--- config.mk ---
export PLATFORM = sky130hd
export DESIGN_NAME = biquad_iir_filter
export DESIGN_NICKNAME = d
export VERILOG_FILES = /design/src/rtl/bqf_pkg.sv /design/src/rtl/bqf_ctrl.sv /design/src/rtl/bqf_datapath.sv /design/src/rtl/biquad_iir_filter.sv
export VERILOG_INCLUDE_DIRS = /design/src /design/src/rtl
export SDC_FILE = /design/constraint.sdc
export NUM_CORES = 2
export LEC_CHECK = 0
export CAP_MARGIN = 20
export CORE_MARGIN = 8
export CORE_UTILIZATION = 49
export DETAILED_ROUTE_END_ITERATION = 6
export DONT_BUFFER_PORTS = 1
export GPL_TIMING_DRIVEN = 0
export HOLD_SLACK_MARGIN = 0.02
export PLACE_DENSITY = 0.76
export SYNTH_ARGS = -nofsm -noshare
export SYNTH_HDL_FRONTEND = slang
export SYNTH_SLANG_ARGS = --single-unit
--- constraint.sdc ---
create_clock -name i_clk -period 9.6 [get_ports i_clk]
set_clock_uncertainty 0.15 [all_clocks]
set_input_delay 0 -clock i_clk [delete_from_list [all_inputs] [get_ports i_clk]]
set_output_delay 0 -clock i_clk [all_outputs]
set_load 0.05 [all_outputs]
--- src/rtl/biquad_iir_filter_macros.svh ---
// ----------------------------------------------------------------------------
// biquad iir filter assertion macros
// concurrent property wrappers shared by the filter rtl
// ----------------------------------------------------------------------------
`ifndef BIQUAD_IIR_FILTER_MACROS_SVH
`define BIQUAD_IIR_FILTER_MACROS_SVH

// same-cycle implication, disabled during reset
`define BQF_ASSERT_NOW(lbl, clk, rst_n, ante, cons) \
    lbl: assert property (@(posedge clk) disable iff (!(rst_n)) (ante) |-> (cons)) \
        else $error("biquad assertion failed");

// next-cycle implication, disabled during reset
`define BQF_ASSERT_NEXT(lbl, clk, rst_n, ante, cons) \
    lbl: assert property (@(posedge clk) disable iff (!(rst_n)) (ante) |=> (cons)) \
        else $error("biquad assertion failed");

`endif

--- src/rtl/bqf_pkg.sv ---
// ----------------------------------------------------------------------------
// bqf_pkg
// shared types and constants of the biquad iir filter
// ----------------------------------------------------------------------------
`default_nettype none

package bqf_pkg;

    // five gains, each split into a low and a high half
    localparam int MAC_STEPS = 10;
    localparam int STEP_BITS = 4;

    typedef enum logic [2:0] {
        CFG_FF0 = 3'd0,
        CFG_FF1 = 3'd1,
        CFG_FF2 = 3'd2,
        CFG_FB1 = 3'd3,
        CFG_FB2 = 3'd4,
        CFG_DIV = 3'd5
    } t_cfg_index;

    typedef enum logic [4:0] {
        ST_IDLE = 5'b00001,
        ST_MAC  = 5'b00010,
        ST_MAGN = 5'b00100,
        ST_DIV  = 5'b01000,
        ST_DONE = 5'b10000
    } t_state;

    typedef struct packed {
        logic                 load;
        logic                 mac_mul;
        logic                 mac_add;
        logic [STEP_BITS-1:0] mac_step;
        logic                 div_init;
        logic                 div_step;
        logic                 commit;
    } t_dp_cmd;

endpackage

`default_nettype wire

--- src/rtl/bqf_ctrl.sv ---
// ----------------------------------------------------------------------------
// bqf_ctrl
// sequencer for the multiply-accumulate, divide and commit phases
// ----------------------------------------------------------------------------
`default_nettype none

module bqf_ctrl
    import bqf_pkg::*;
#(
    parameter int ACC_BITS = 51
) (
    input  wire logic    i_clk,
    input  wire logic    i_rst_n,
    input  wire logic    i_in_valid,
    output logic         o_in_stall,
    output logic         o_out_valid,
    input  wire logic    i_out_stall,
    output t_dp_cmd      o_cmd
);

    localparam int CNT_BITS = $clog2(ACC_BITS);

    t_state              r_state, n_state;
    logic [CNT_BITS-1:0] r_cnt, n_cnt;
    logic                r_out_valid, n_out_valid;

    always_comb begin
        n_state        = r_state;
        n_cnt          = r_cnt;
        o_cmd          = '0;
        o_cmd.mac_step = r_cnt[STEP_BITS-1:0];
        unique case (r_state)
            ST_IDLE: begin
                if (i_in_valid) begin
                    o_cmd.load = 1'b1;
                    n_cnt      = '0;
                    n_state    = ST_MAC;
                end
            end
            ST_MAC: begin
                o_cmd.mac_mul = (r_cnt < CNT_BITS'(MAC_STEPS));
                o_cmd.mac_add = (r_cnt != '0);
                n_cnt         = r_cnt + 1'b1;
                if (r_cnt == CNT_BITS'(MAC_STEPS)) begin
                    n_cnt   = '0;
                    n_state = ST_MAGN;
                end
            end
            ST_MAGN: begin
                o_cmd.div_init = 1'b1;
                n_cnt          = '0;
                n_state        = ST_DIV;
            end
            ST_DIV: begin
                o_cmd.div_step = 1'b1;
                n_cnt          = r_cnt + 1'b1;
                if (r_cnt == CNT_BITS'(ACC_BITS - 1)) begin
                    n_cnt   = '0;
                    n_state = ST_DONE;
                end
            end
            ST_DONE: begin
                if (!r_out_valid || !i_out_stall) begin
                    o_cmd.commit = 1'b1;
                    n_state      = ST_IDLE;
                end
            end
            default: begin
                n_state = ST_IDLE;
            end
        endcase
    end

    always_comb begin
        n_out_valid = r_out_valid;
        if (r_out_valid && !i_out_stall) begin
            n_out_valid = 1'b0;
        end
        if (o_cmd.commit) begin
            n_out_valid = 1'b1;
        end
    end

    always_ff @(posedge i_clk) begin
        if (!i_rst_n) begin
            r_state     <= ST_IDLE;
            r_cnt       <= '0;
            r_out_valid <= 1'b0;
        end else begin
            r_state     <= n_state;
            r_cnt       <= n_cnt;
            r_out_valid <= n_out_valid;
        end
    end

    assign o_in_stall  = (r_state != ST_IDLE);
    assign o_out_valid = r_out_valid;

endmodule

`default_nettype wire

--- src/rtl/bqf_datapath.sv ---
// ----------------------------------------------------------------------------
// bqf_datapath
// shared multiplier, accumulator, serial divider, saturation and delay lines
// ----------------------------------------------------------------------------
`default_nettype none

module bqf_datapath
    import bqf_pkg::*;
#(
    parameter int SAMPLE_BITS = 16,
    parameter int COEF_BITS   = 32,
    parameter int ACC_BITS    = 51
) (
    input  wire logic                          i_clk,
    input  wire logic                          i_rst_n,
    input  wire t_dp_cmd                       i_cmd,
    input  wire logic signed [SAMPLE_BITS-1:0] i_sample_in,
    input  wire logic [COEF_BITS-1:0]          i_ff0,
    input  wire logic [COEF_BITS-1:0]          i_ff1,
    input  wire logic [COEF_BITS-1:0]          i_ff2,
    input  wire logic [COEF_BITS-1:0]          i_fb1,
    input  wire logic [COEF_BITS-1:0]          i_fb2,
    input  wire logic [COEF_BITS-2:0]          i_div,
    output logic signed [SAMPLE_BITS-1:0]      o_sample_out
);

    localparam int LO_BITS  = COEF_BITS / 2;
    localparam int HI_BITS  = COEF_BITS - LO_BITS;
    localparam int OPB_BITS = HI_BITS + 1;
    localparam int PRD_BITS = SAMPLE_BITS + OPB_BITS;
    localparam int EXT_BITS = SAMPLE_BITS + COEF_BITS + 1;
    localparam logic [SAMPLE_BITS-1:0] S_MIN = {1'b1, {(SAMPLE_BITS-1){1'b0}}};
    localparam logic [SAMPLE_BITS-1:0] S_MAX = {1'b0, {(SAMPLE_BITS-1){1'b1}}};

    logic signed [SAMPLE_BITS-1:0] r_x, r_xd1, r_xd2, r_yd1, r_yd2;
    logic signed [PRD_BITS-1:0]    r_prod;
    logic                          r_prod_hi;
    logic [ACC_BITS-1:0]           r_acc;
    logic [ACC_BITS-1:0]           r_quo;
    logic [COEF_BITS-2:0]          r_rem;
    logic                          r_neg;
    logic                          r_zero;
    logic signed [SAMPLE_BITS-1:0] r_sample_out;

    logic [2:0]                    term;
    logic signed [SAMPLE_BITS-1:0] mult_a;
    logic [COEF_BITS-1:0]          coef_sel;
    logic signed [OPB_BITS-1:0]    mult_b;
    logic signed [PRD_BITS-1:0]    prod_full;
    logic signed [EXT_BITS-1:0]    prod_ext;
    logic signed [EXT_BITS-1:0]    prod_shf;
    logic [ACC_BITS-1:0]           acc_term;
    logic [ACC_BITS-1:0]           mag;
    logic [COEF_BITS-1:0]          shifted;
    logic [COEF_BITS-1:0]          diff;
    logic                          ge;
    logic                          sat;
    logic [SAMPLE_BITS-1:0]        q_lo;
    logic [SAMPLE_BITS-1:0]        res;

    // operand select: term from step bits above, half from step bit zero
    assign term = i_cmd.mac_step[STEP_BITS-1:1];

    always_comb begin
        case (term)
            3'd0:    begin mult_a = r_x;   coef_sel = i_ff0; end
            3'd1:    begin mult_a = r_xd1; coef_sel = i_ff1; end
            3'd2:    begin mult_a = r_xd2; coef_sel = i_ff2; end
            3'd3:    begin mult_a = r_yd1; coef_sel = i_fb1; end
            3'd4:    begin mult_a = r_yd2; coef_sel = i_fb2; end
            default: begin mult_a = '0;    coef_sel = '0;    end
        endcase
    end

    always_comb begin
        if (i_cmd.mac_step[0]) begin
            mult_b = OPB_BITS'($signed(coef_sel[COEF_BITS-1:LO_BITS]));
        end else begin
            mult_b = OPB_BITS'({1'b0, coef_sel[LO_BITS-1:0]});
        end
    end

    assign prod_full = mult_a * mult_b;

    // align partial product and fold into accumulator width
    assign prod_ext = EXT_BITS'(r_prod);
    assign prod_shf = r_prod_hi ? (prod_ext <<< LO_BITS) : prod_ext;
    assign acc_term = ACC_BITS'(prod_shf);

    assign mag = r_acc[ACC_BITS-1] ? (ACC_BITS'(0) - r_acc) : r_acc;

    // restoring divide, one quotient bit per step
    assign shifted = {r_rem, r_quo[ACC_BITS-1]};
    assign diff    = shifted - {1'b0, i_div};
    assign ge      = (shifted >= {1'b0, i_div});

    assign sat  = |r_quo[ACC_BITS-1:SAMPLE_BITS-1];
    assign q_lo = r_quo[SAMPLE_BITS-1:0];

    always_comb begin
        if (r_zero) begin
            res = '0;
        end else if (r_neg) begin
            res = sat ? S_MIN : (SAMPLE_BITS'(0) - q_lo);
        end else begin
            res = sat ? S_MAX : q_lo;
        end
    end

    always_ff @(posedge i_clk) begin
        if (i_cmd.load) begin
            r_x   <= i_sample_in;
            r_acc <= '0;
        end else if (i_cmd.mac_add) begin
            r_acc <= r_acc + acc_term;
        end
        if (i_cmd.mac_mul) begin
            r_prod    <= prod_full;
            r_prod_hi <= i_cmd.mac_step[0];
        end
        if (i_cmd.div_init) begin
            r_neg  <= r_acc[ACC_BITS-1];
            r_zero <= (r_acc == '0);
            r_quo  <= mag;
            r_rem  <= '0;
        end else if (i_cmd.div_step) begin
            r_quo <= {r_quo[ACC_BITS-2:0], ge};
            r_rem <= ge ? diff[COEF_BITS-2:0] : shifted[COEF_BITS-2:0];
        end
        if (i_cmd.commit) begin
            r_sample_out <= res;
        end
    end

    always_ff @(posedge i_clk) begin
        if (!i_rst_n) begin
            r_xd1 <= '0;
            r_xd2 <= '0;
            r_yd1 <= '0;
            r_yd2 <= '0;
        end else if (i_cmd.commit) begin
            r_xd1 <= r_x;
            r_xd2 <= r_xd1;
            r_yd1 <= res;
            r_yd2 <= r_yd1;
        end
    end

    assign o_sample_out = r_sample_out;

endmodule

`default_nettype wire

--- src/rtl/biquad_iir_filter.sv ---
// ----------------------------------------------------------------------------
// biquad_iir_filter
// direct form I biquad section with configurable gains and divisor
// ----------------------------------------------------------------------------
// usage:
//   input channel  i_in_valid / o_in_stall carries i_sample_in; a request is
//   taken when valid is high and stall is low
//   output channel o_out_valid / i_out_stall carries o_sample_out from an
//   output register; it may hold a result while the next sample is taken
//   config port    i_cfg_we / i_cfg_index / i_cfg_data, written while idle
//   sequence       load, ten partial products accumulated on the shared
//                  multiplier, magnitude, ACC_BITS quotient bits on the
//                  bit-serial divider (ACC_BITS = 51 at default sizes), commit
//   input side     the next sample is not taken until the current one has
//                  been committed and the sequencer is back in idle
//   stall          a result waiting in the output register holds the next
//                  commit until it is taken
//   reset          clears delay lines and handshake state, loads unity gain
//                  on the current sample and a unity divisor
// ----------------------------------------------------------------------------
`default_nettype none

`include "biquad_iir_filter_macros.svh"

module biquad_iir_filter
    import bqf_pkg::*;
#(
    parameter int SAMPLE_BITS    = 16,
    parameter int COEF_BITS      = 32,
    parameter int COEF_FRAC_BITS = 16
) (
    input  wire logic                          i_clk,
    input  wire logic                          i_rst_n,
    input  wire logic                          i_in_valid,
    output logic                               o_in_stall,
    input  wire logic signed [SAMPLE_BITS-1:0] i_sample_in,
    output logic                               o_out_valid,
    input  wire logic                          i_out_stall,
    output logic signed [SAMPLE_BITS-1:0]      o_sample_out,
    input  wire logic                          i_cfg_we,
    input  wire logic [2:0]                    i_cfg_index,
    input  wire logic [COEF_BITS-1:0]          i_cfg_data
);

    localparam int ACC_FULL = SAMPLE_BITS + COEF_BITS + 3;
    localparam int ACC_BITS = (ACC_FULL > 64) ? 64 : ACC_FULL;
    localparam logic [COEF_BITS-1:0] UNITY = COEF_BITS'(1) << COEF_FRAC_BITS;

    logic [COEF_BITS-1:0] r_ff0, r_ff1, r_ff2, r_fb1, r_fb2;
    logic [COEF_BITS-2:0] r_div;
    t_dp_cmd              cmd;

    always_ff @(posedge i_clk) begin
        if (!i_rst_n) begin
            r_ff0 <= UNITY;
            r_ff1 <= '0;
            r_ff2 <= '0;
            r_fb1 <= '0;
            r_fb2 <= '0;
            r_div <= UNITY[COEF_BITS-2:0];
        end else if (i_cfg_we) begin
            unique case (t_cfg_index'(i_cfg_index))
                CFG_FF0: r_ff0 <= i_cfg_data;
                CFG_FF1: r_ff1 <= i_cfg_data;
                CFG_FF2: r_ff2 <= i_cfg_data;
                CFG_FB1: r_fb1 <= i_cfg_data;
                CFG_FB2: r_fb2 <= i_cfg_data;
                CFG_DIV: r_div <= i_cfg_data[COEF_BITS-2:0];
                default: ;
            endcase
        end
    end

    bqf_ctrl #(
        .ACC_BITS (ACC_BITS)
    ) u_ctrl (
        .i_clk       (i_clk),
        .i_rst_n     (i_rst_n),
        .i_in_valid  (i_in_valid),
        .o_in_stall  (o_in_stall),
        .o_out_valid (o_out_valid),
        .i_out_stall (i_out_stall),
        .o_cmd       (cmd)
    );

    bqf_datapath #(
        .SAMPLE_BITS (SAMPLE_BITS),
        .COEF_BITS   (COEF_BITS),
        .ACC_BITS    (ACC_BITS)
    ) u_datapath (
        .i_clk        (i_clk),
        .i_rst_n      (i_rst_n),
        .i_cmd        (cmd),
        .i_sample_in  (i_sample_in),
        .i_ff0        (r_ff0),
        .i_ff1        (r_ff1),
        .i_ff2        (r_ff2),
        .i_fb1        (r_fb1),
        .i_fb2        (r_fb2),
        .i_div        (r_div),
        .o_sample_out (o_sample_out)
    );

    // a taken request keeps the input side busy while it is computed
    `BQF_ASSERT_NEXT(a_busy_after_accept, i_clk, i_rst_n, i_in_valid && !o_in_stall, o_in_stall)
    // a new result appears only as the sequencer returns to idle
    `BQF_ASSERT_NOW(a_result_at_idle, i_clk, i_rst_n, $rose(o_out_valid), $fell(o_in_stall))
    // finishing a request always leaves a result on the output
    `BQF_ASSERT_NOW(a_idle_has_result, i_clk, i_rst_n, $fell(o_in_stall), o_out_valid)

endmodule

`default_nettype wire
# ---- After elaboration in Yosys (flattened, before gate mapping)
# Cells that the tools add are included.
dict set report totals {
  ramBits 0
  rom_bits 0
  latch_bits 0
  ff_bits 468
  input_bits 56
  wordCells 101
  mem_count 0
}
dict set report classes {
  bitwise_logic 0
  n_addsub 5
  eq_ne 21
  shift 0
  reduce_logical 20
  div_mod_pow 0
  mul 1
  magnitude_cmp 2
  muxes 30
}
# cell count
set ops {}
lappend ops {{$pmux W32 S5} 1}
lappend ops {{$mux W51} 3}
lappend ops {{$pmux W16 S5} 1}
lappend ops {{$mux W16} 4}
lappend ops {{$add A51 B51 Y51} 1}
lappend ops {{$logic_not A51 Y1} 1}
lappend ops {{$sub A1 B51 Y51 const A} 1}
lappend ops {{$mux W48} 1}
lappend ops {{$reduce_or A36 Y1} 1}
lappend ops {{$mul A16 B17 Y33} 1}
lappend ops {{$ge A32 B31 Y1} 1}
lappend ops {{$mux W31} 1}
lappend ops {{$sub A31 B31 Y31} 1}
lappend ops {{$pmux W5 S5} 1}
lappend ops {{$pmux W6 S4} 1}
lappend ops {{$mux W5} 4}
lappend ops {{$mux W6} 3}
lappend ops {{$mux W17} 1}
lappend ops {{$sub A1 B16 Y16 const A} 1}
lappend ops {{$reduce_and A2 Y1} 7}
lappend ops {{$eq A3 B2 Y1 const B} 4}
lappend ops {{$eq A3 B3 Y1 const B} 3}
lappend ops {{$mux W1} 8}
lappend ops {{$add A6 B1 Y6 const B} 1}
lappend ops {{other kinds (21)} 27}

# ---- Depth between registers and ports, before layout
dict set report logic_depth {
  ltp_word 5
  ltp_mapped 33
  ltp_nobuf 30
}

# ---- Cells and area by module
# From an unflattened synthesis, not the netlist that was laid out.
dict set report unflattened {
  hier_cells 3958
  hier_area_um2 35895.7
}
# module area_each_um2 instances seq_area_each_um2 cells_per_inst
set by_module_without_submodules {}
lappend by_module_without_submodules {bqf_datapath 28182.0 1 6496.2 3201}
lappend by_module_without_submodules {biquad_iir_filter 6945.4 1 3823.7 659}
lappend by_module_without_submodules {bqf_ctrl 768.2 1 240.2 98}

# ---- Worst setup path before layout
# No wires, ideal clock.
dict set report synth_timing {
  path_type {reg-to-reg}
  from {reg u_ctrl.r_cnt[2]}
  to {reg u_datapath.r_prod[32] (data pin)}
  setup_slack_ps 655
  period_less_slack_ps 8945
  path_buffers 5
  stages_incl_launch_ff 31
  arrival_time_ps 8535
  cell_sequence {dfxtp_1 -> clkbuf_1 -> clkbuf_1 -> clkbuf_1 -> buf_1 -> mux2i_1 -> nor2_1 -> a21oi_1 -> clkbuf_1 -> nor2_1 -> fa_1 -> inv_1 -> fa_1 -> fa_1 -> inv_1 -> fa_1 -> fa_1 -> inv_1 -> fa_1 -> inv_1 -> ha_1 -> a21o_1 -> a21oi_1 -> nor2_1 -> or4_1 -> a31o_2 -> a41o_1 -> a2111o_1 -> a41oi_1 -> o21bai_1 -> xnor2_1}
}
dict set report synth_between {
  elab_chain_len 4
  elab_cells_between_ends 9
  cone_classes {mul: 1; eq/ne: 4; mux: 3; reduce/logical: 1}
}
# item line
set synth_lines {}
lappend synth_lines {{start, declared} bqf_ctrl.sv:24} ;# logic [CNT_BITS-1:0] r_cnt, n_cnt;
lappend synth_lines {{start signal, assigned} bqf_ctrl.sv:91} ;# r_cnt <= n_cnt;
lappend synth_lines {{$eq A3 B3 Y1 (tied with other cells)} bqf_datapath.sv:65} ;# case (term)
lappend synth_lines {{$pmux W32 S5} bqf_datapath.sv:65}
lappend synth_lines {{$mux W17} bqf_datapath.sv:76} ;# if (i_cmd.mac_step[0]) begin
lappend synth_lines {{$mul A16 B17 Y33 (*)} bqf_datapath.sv:83} ;# assign prod_full = mult_a * mult_b;
lappend synth_lines {{named net u_datapath.prod_full[32]} bqf_datapath.sv:49} ;# logic signed [PRD_BITS-1:0] prod_full;
lappend synth_lines {{end signal, assigned} bqf_datapath.sv:118} ;# r_prod <= prod_full;
lappend synth_lines {{end, declared} bqf_datapath.sv:36} ;# logic signed [PRD_BITS-1:0] r_prod;
# Mark *: on every way through the listed nets, which the timed path passes. The rest lies on a longest branch.
# A chain may end at the register's enable or synchronous reset.

# ---- Worst setup path after layout
# Ends and elaborated chain as after synthesis.

==> flow_summary.yaml <==
route:
  drc_errors: 0
  postRouteAntennaNets: 0
  drt_iter0_markers: 3098
  dr.pass1.iters: 6
  wl_mm: 106
  viasPerCell: 5.78
  avgRoutedWirePerCell_um: 20.0
  via_count: 30800
yosys:
  yosysTopAreaCellShare_pct: 19.7
  yosys-top-cells-area: "dfxtp_1 20%, fa_1 16%, edfxtp_1 10%, nand2_1 9.2%, ha_1 6.0%"
  synth-seq-cells: 468
  synth_area_per_cell_um2: 8.46
  syn-num-nets: 4685
  synth_cell_types: 77
  ys.flop_type: "dfxtp_1"
  synth-edff-count: 119
  synth.most_common_cell: "nand2_1"
  async_reset_ff_share_pct: 0
  yosysTopAreaCell: "dfxtp_1"
  yosysSeqAreaShare_pct: 29.8
  yosysWarnings: 0
  synthesis.instances: 4181
  syn-cell-area_um2: 35400
  synth_common_cells: "869 x nand2_1, 415 x inv_1, 349 x dfxtp_1"
setup_path:
  crit_end: "u_datapath.r_prod[32]$_DFFE_PP_"
  critPathMaxStageDelay_ns: 0.56
  r2r_setup_slack_ns: 0.24
  path_class: "reg2reg"
  arrival_ns: 9.55
  end_kind: "flop"
  r2r_cells: 29
  worstReg2RegEnd: "u_datapath.r_prod[32]$_DFFE_PP_"
  slowest_stage: "fa_1"
  crit_fanout: 10
  required_ns: 9.78
  worstSetupStartpointType: "flop"
  r2r_start: "u_ctrl.r_cnt[2]$_SDFFE_PN0P_"
  crit_start: "u_ctrl.r_cnt[2]$_SDFFE_PN0P_"
  worst_path_most_repeated_cell: "fa_1"
placed_design:
  hpwl_mm: 80.6
  port_buffers: 0
  gp_congestion: 0.967
timing:
  finalSetupTns_ns: 0
  final.period_utilization_pct: 97.5
  worstMarginPinSlew_ns: 1.34
  setup_violations: 0
  hold_violations: 0
  post-route-min-period_ns: 9.36
  drv_slew: 0
  slew_headroom_pct: 10.6
  timing.fmax_mhz: 107
floorplan:
  die_area_um2: 81100
  start_util_pct: 49.5
  die_w_um: 285
  io_pins: 74
  core_um2: 71500
  die_h_um: 285
  rows: 98
clocking:
  cts_max_level: 2
  cts_buffer_depth: 3
  cts_made_buffers: 51
  root_buffer: "clkbuf_16"
  clk_pin_slew_ns: 0.07
  clkSinkCount: 468
  tritoncts: "done"
  clkLatencyLatePin_ns: 0.63
global_routing:
  grt_usage_pct: 25.6
  grt_max_degree: 44
  grt_pass1_vias: 30100
  grt_overflow_total: 0
  antenna_found_initial: 6
  grt_pass1_wl_mm: 167
cells_and_area:
  drive_gt1_share_pct: 5.79
  nets: 4830
  final_core_util_pct: 55.4
  num-fill-cells: 6384
  area_growth_pct: 12.0
power_and_ir_drop:
  p_leak_nw: 16.3
  ir_drop_uv: 139
  powerDensity_nw_per_um2: 133
job:
  max_cap_violations: 0
hold_path:
  min_path_type: "in2reg"
status:
  status: "finished clean"
-- metal layers --
layer	wire length (µm)	global-route usage (%)	vias to the layer above	part of all wire, %
met5	13	0	-	0.012
met4	4410	10.2	2	4.1
met3	10800	5.50	291	10
li1	-	-	14200	-
met1	43900	34.6	14800	41
met2	47100	39.9	1449	44
-- cell families (layout without fill, tap and decap cells) --
group,after synthesis,after routing,synth area share [%]
XOR/XNOR,151,151,3.74
flip-flops,468,468,29.8
other,0,7,0
buffers and inverters,616,804,6.66
AND/OR/NAND/NOR,1448,1448,17.4
AO/OA/AOI/OAI,951,951,17.7
adder cells (fa/ha/maj),448,448,21.8
multiplexers,99,99,2.88
-- metrics by stage --
step | setup slack [ns] | instance area, µm² | std cells | power, mW | hold WS, ns
6_report | 0.236 | 39600 | 5326 | 5.28 | 0.0823
5_1_grt | -0.0132 | 39600 | 5322 | 5.50 | 0.0645
4_1_cts | 0.000935 | 39400 | 5317 | 5.28 | 0.0492
3_5_place_dp | -1.94 | 36600 | 5136 | 3.15 | -0.0510
3_3_place_gp | -1.80 | 36600 | 5131 | 3.13 | -0.0510
2_1_floorplan | 0.655 | 35400 | 4181 | 2.89 | -0.0511
-- final cells by class --
type	instances	area (µm²)	area share, %
sequential	468	10600	26.7
antenna	7	17.5	0.0442
multi-input combinational	3097	22700	57.3
tap	950	1190	3.00
timing repair buffer	93	927	2.34
buffer	198	875	2.21
clock buffer	62	1410	3.56
inverter	417	1570	3.95
clock inverter	34	369	0.932
-- how the worst min path moves through the flow --
stage	slack, ns	cells after the start	to	from
after floorplan	-0.05	0	u_datapath.r_x[0]$_DFFE_PP_	i_sample_in[0]
after global placement	-0.05	0	u_datapath.r_x[14]$_DFFE_PP_	i_sample_in[14]
after detailed placement	-0.05	0	u_datapath.r_x[6]$_DFFE_PP_	i_sample_in[6]
after CTS	0.05	5	r_div[2]$_SDFFE_PN0P_	i_cfg_index[0]
after global routing	0.06	3	r_ff1[31]$_SDFFE_PN0P_	i_cfg_data[31]
final	0.08	3	r_ff0[31]$_SDFFE_PN0P_	i_cfg_data[31]
-- state kept, by name, summed over array words and instances, names as in the netlist, 31 cells and up --
register,flops
r_ff1,32
u_datapath.r_acc,51
u_datapath.r_rem,31
u_datapath.r_quo,51
r_fb1,32
r_ff2,32
r_fb2,32
u_datapath.r_prod,33
r_div,31
r_ff0,32
-- what timing repair did --
item	in CTS	in global routing
pin swaps	1	2
endpoints found under the setup margin	19	3
hold buffers	81	0
setup buffers	4	1
gates resized for setup	57	79
endpoints found under the hold margin	236	0
-- power by group --
part | internal, mW | switching, mW | total [mW] | leakage [nW]
Sequential | 2.08 | 0.0382 | 2.11 | 3.90
Combinational | 0.413 | 0.665 | 1.08 | 11.5
Clock | 1.20 | 0.892 | 2.09 | 0.876
Total | 3.69 | 1.60 | 5.28 | 16.3
-- cells in the final DEF, fill, tap and decap left out, types with 34 or more instances in the layout --
cell type / synthesis / final
mux2i_1: 77 / 77
nor2_1: 290 / 289
dlygate4sd3_1: 0 / 81
a21oi_1: 206 / 185
a21o_1: 73 / 70
fa_1: 279 / 279
nor2b_1: 34 / 34
xnor2_1: 80 / 79
o21ai_0: 198 / 198
nand2b_1: 40 / 40
nand2_1: 869 / 868
clkbuf_16: 0 / 54
edfxtp_1: 119 / 119
xor2_1: 71 / 71
inv_1: 415 / 414
clkbuf_1: 178 / 147
a21boi_0: 259 / 259
ha_1: 169 / 169
dfxtp_1: 349 / 348
-- worst max-delay path, delay by kind of cell (launching register included) --
kind	cells	cell delay, ns
flops	1	0.38
mux	1	0.30
fa+ha+maj	7	3.44
compound gates	10	2.59
xor+xnor	1	0.41
simple gates	3	0.67
buf+inv	7	1.12
Power figures use the tool's default switching activity.
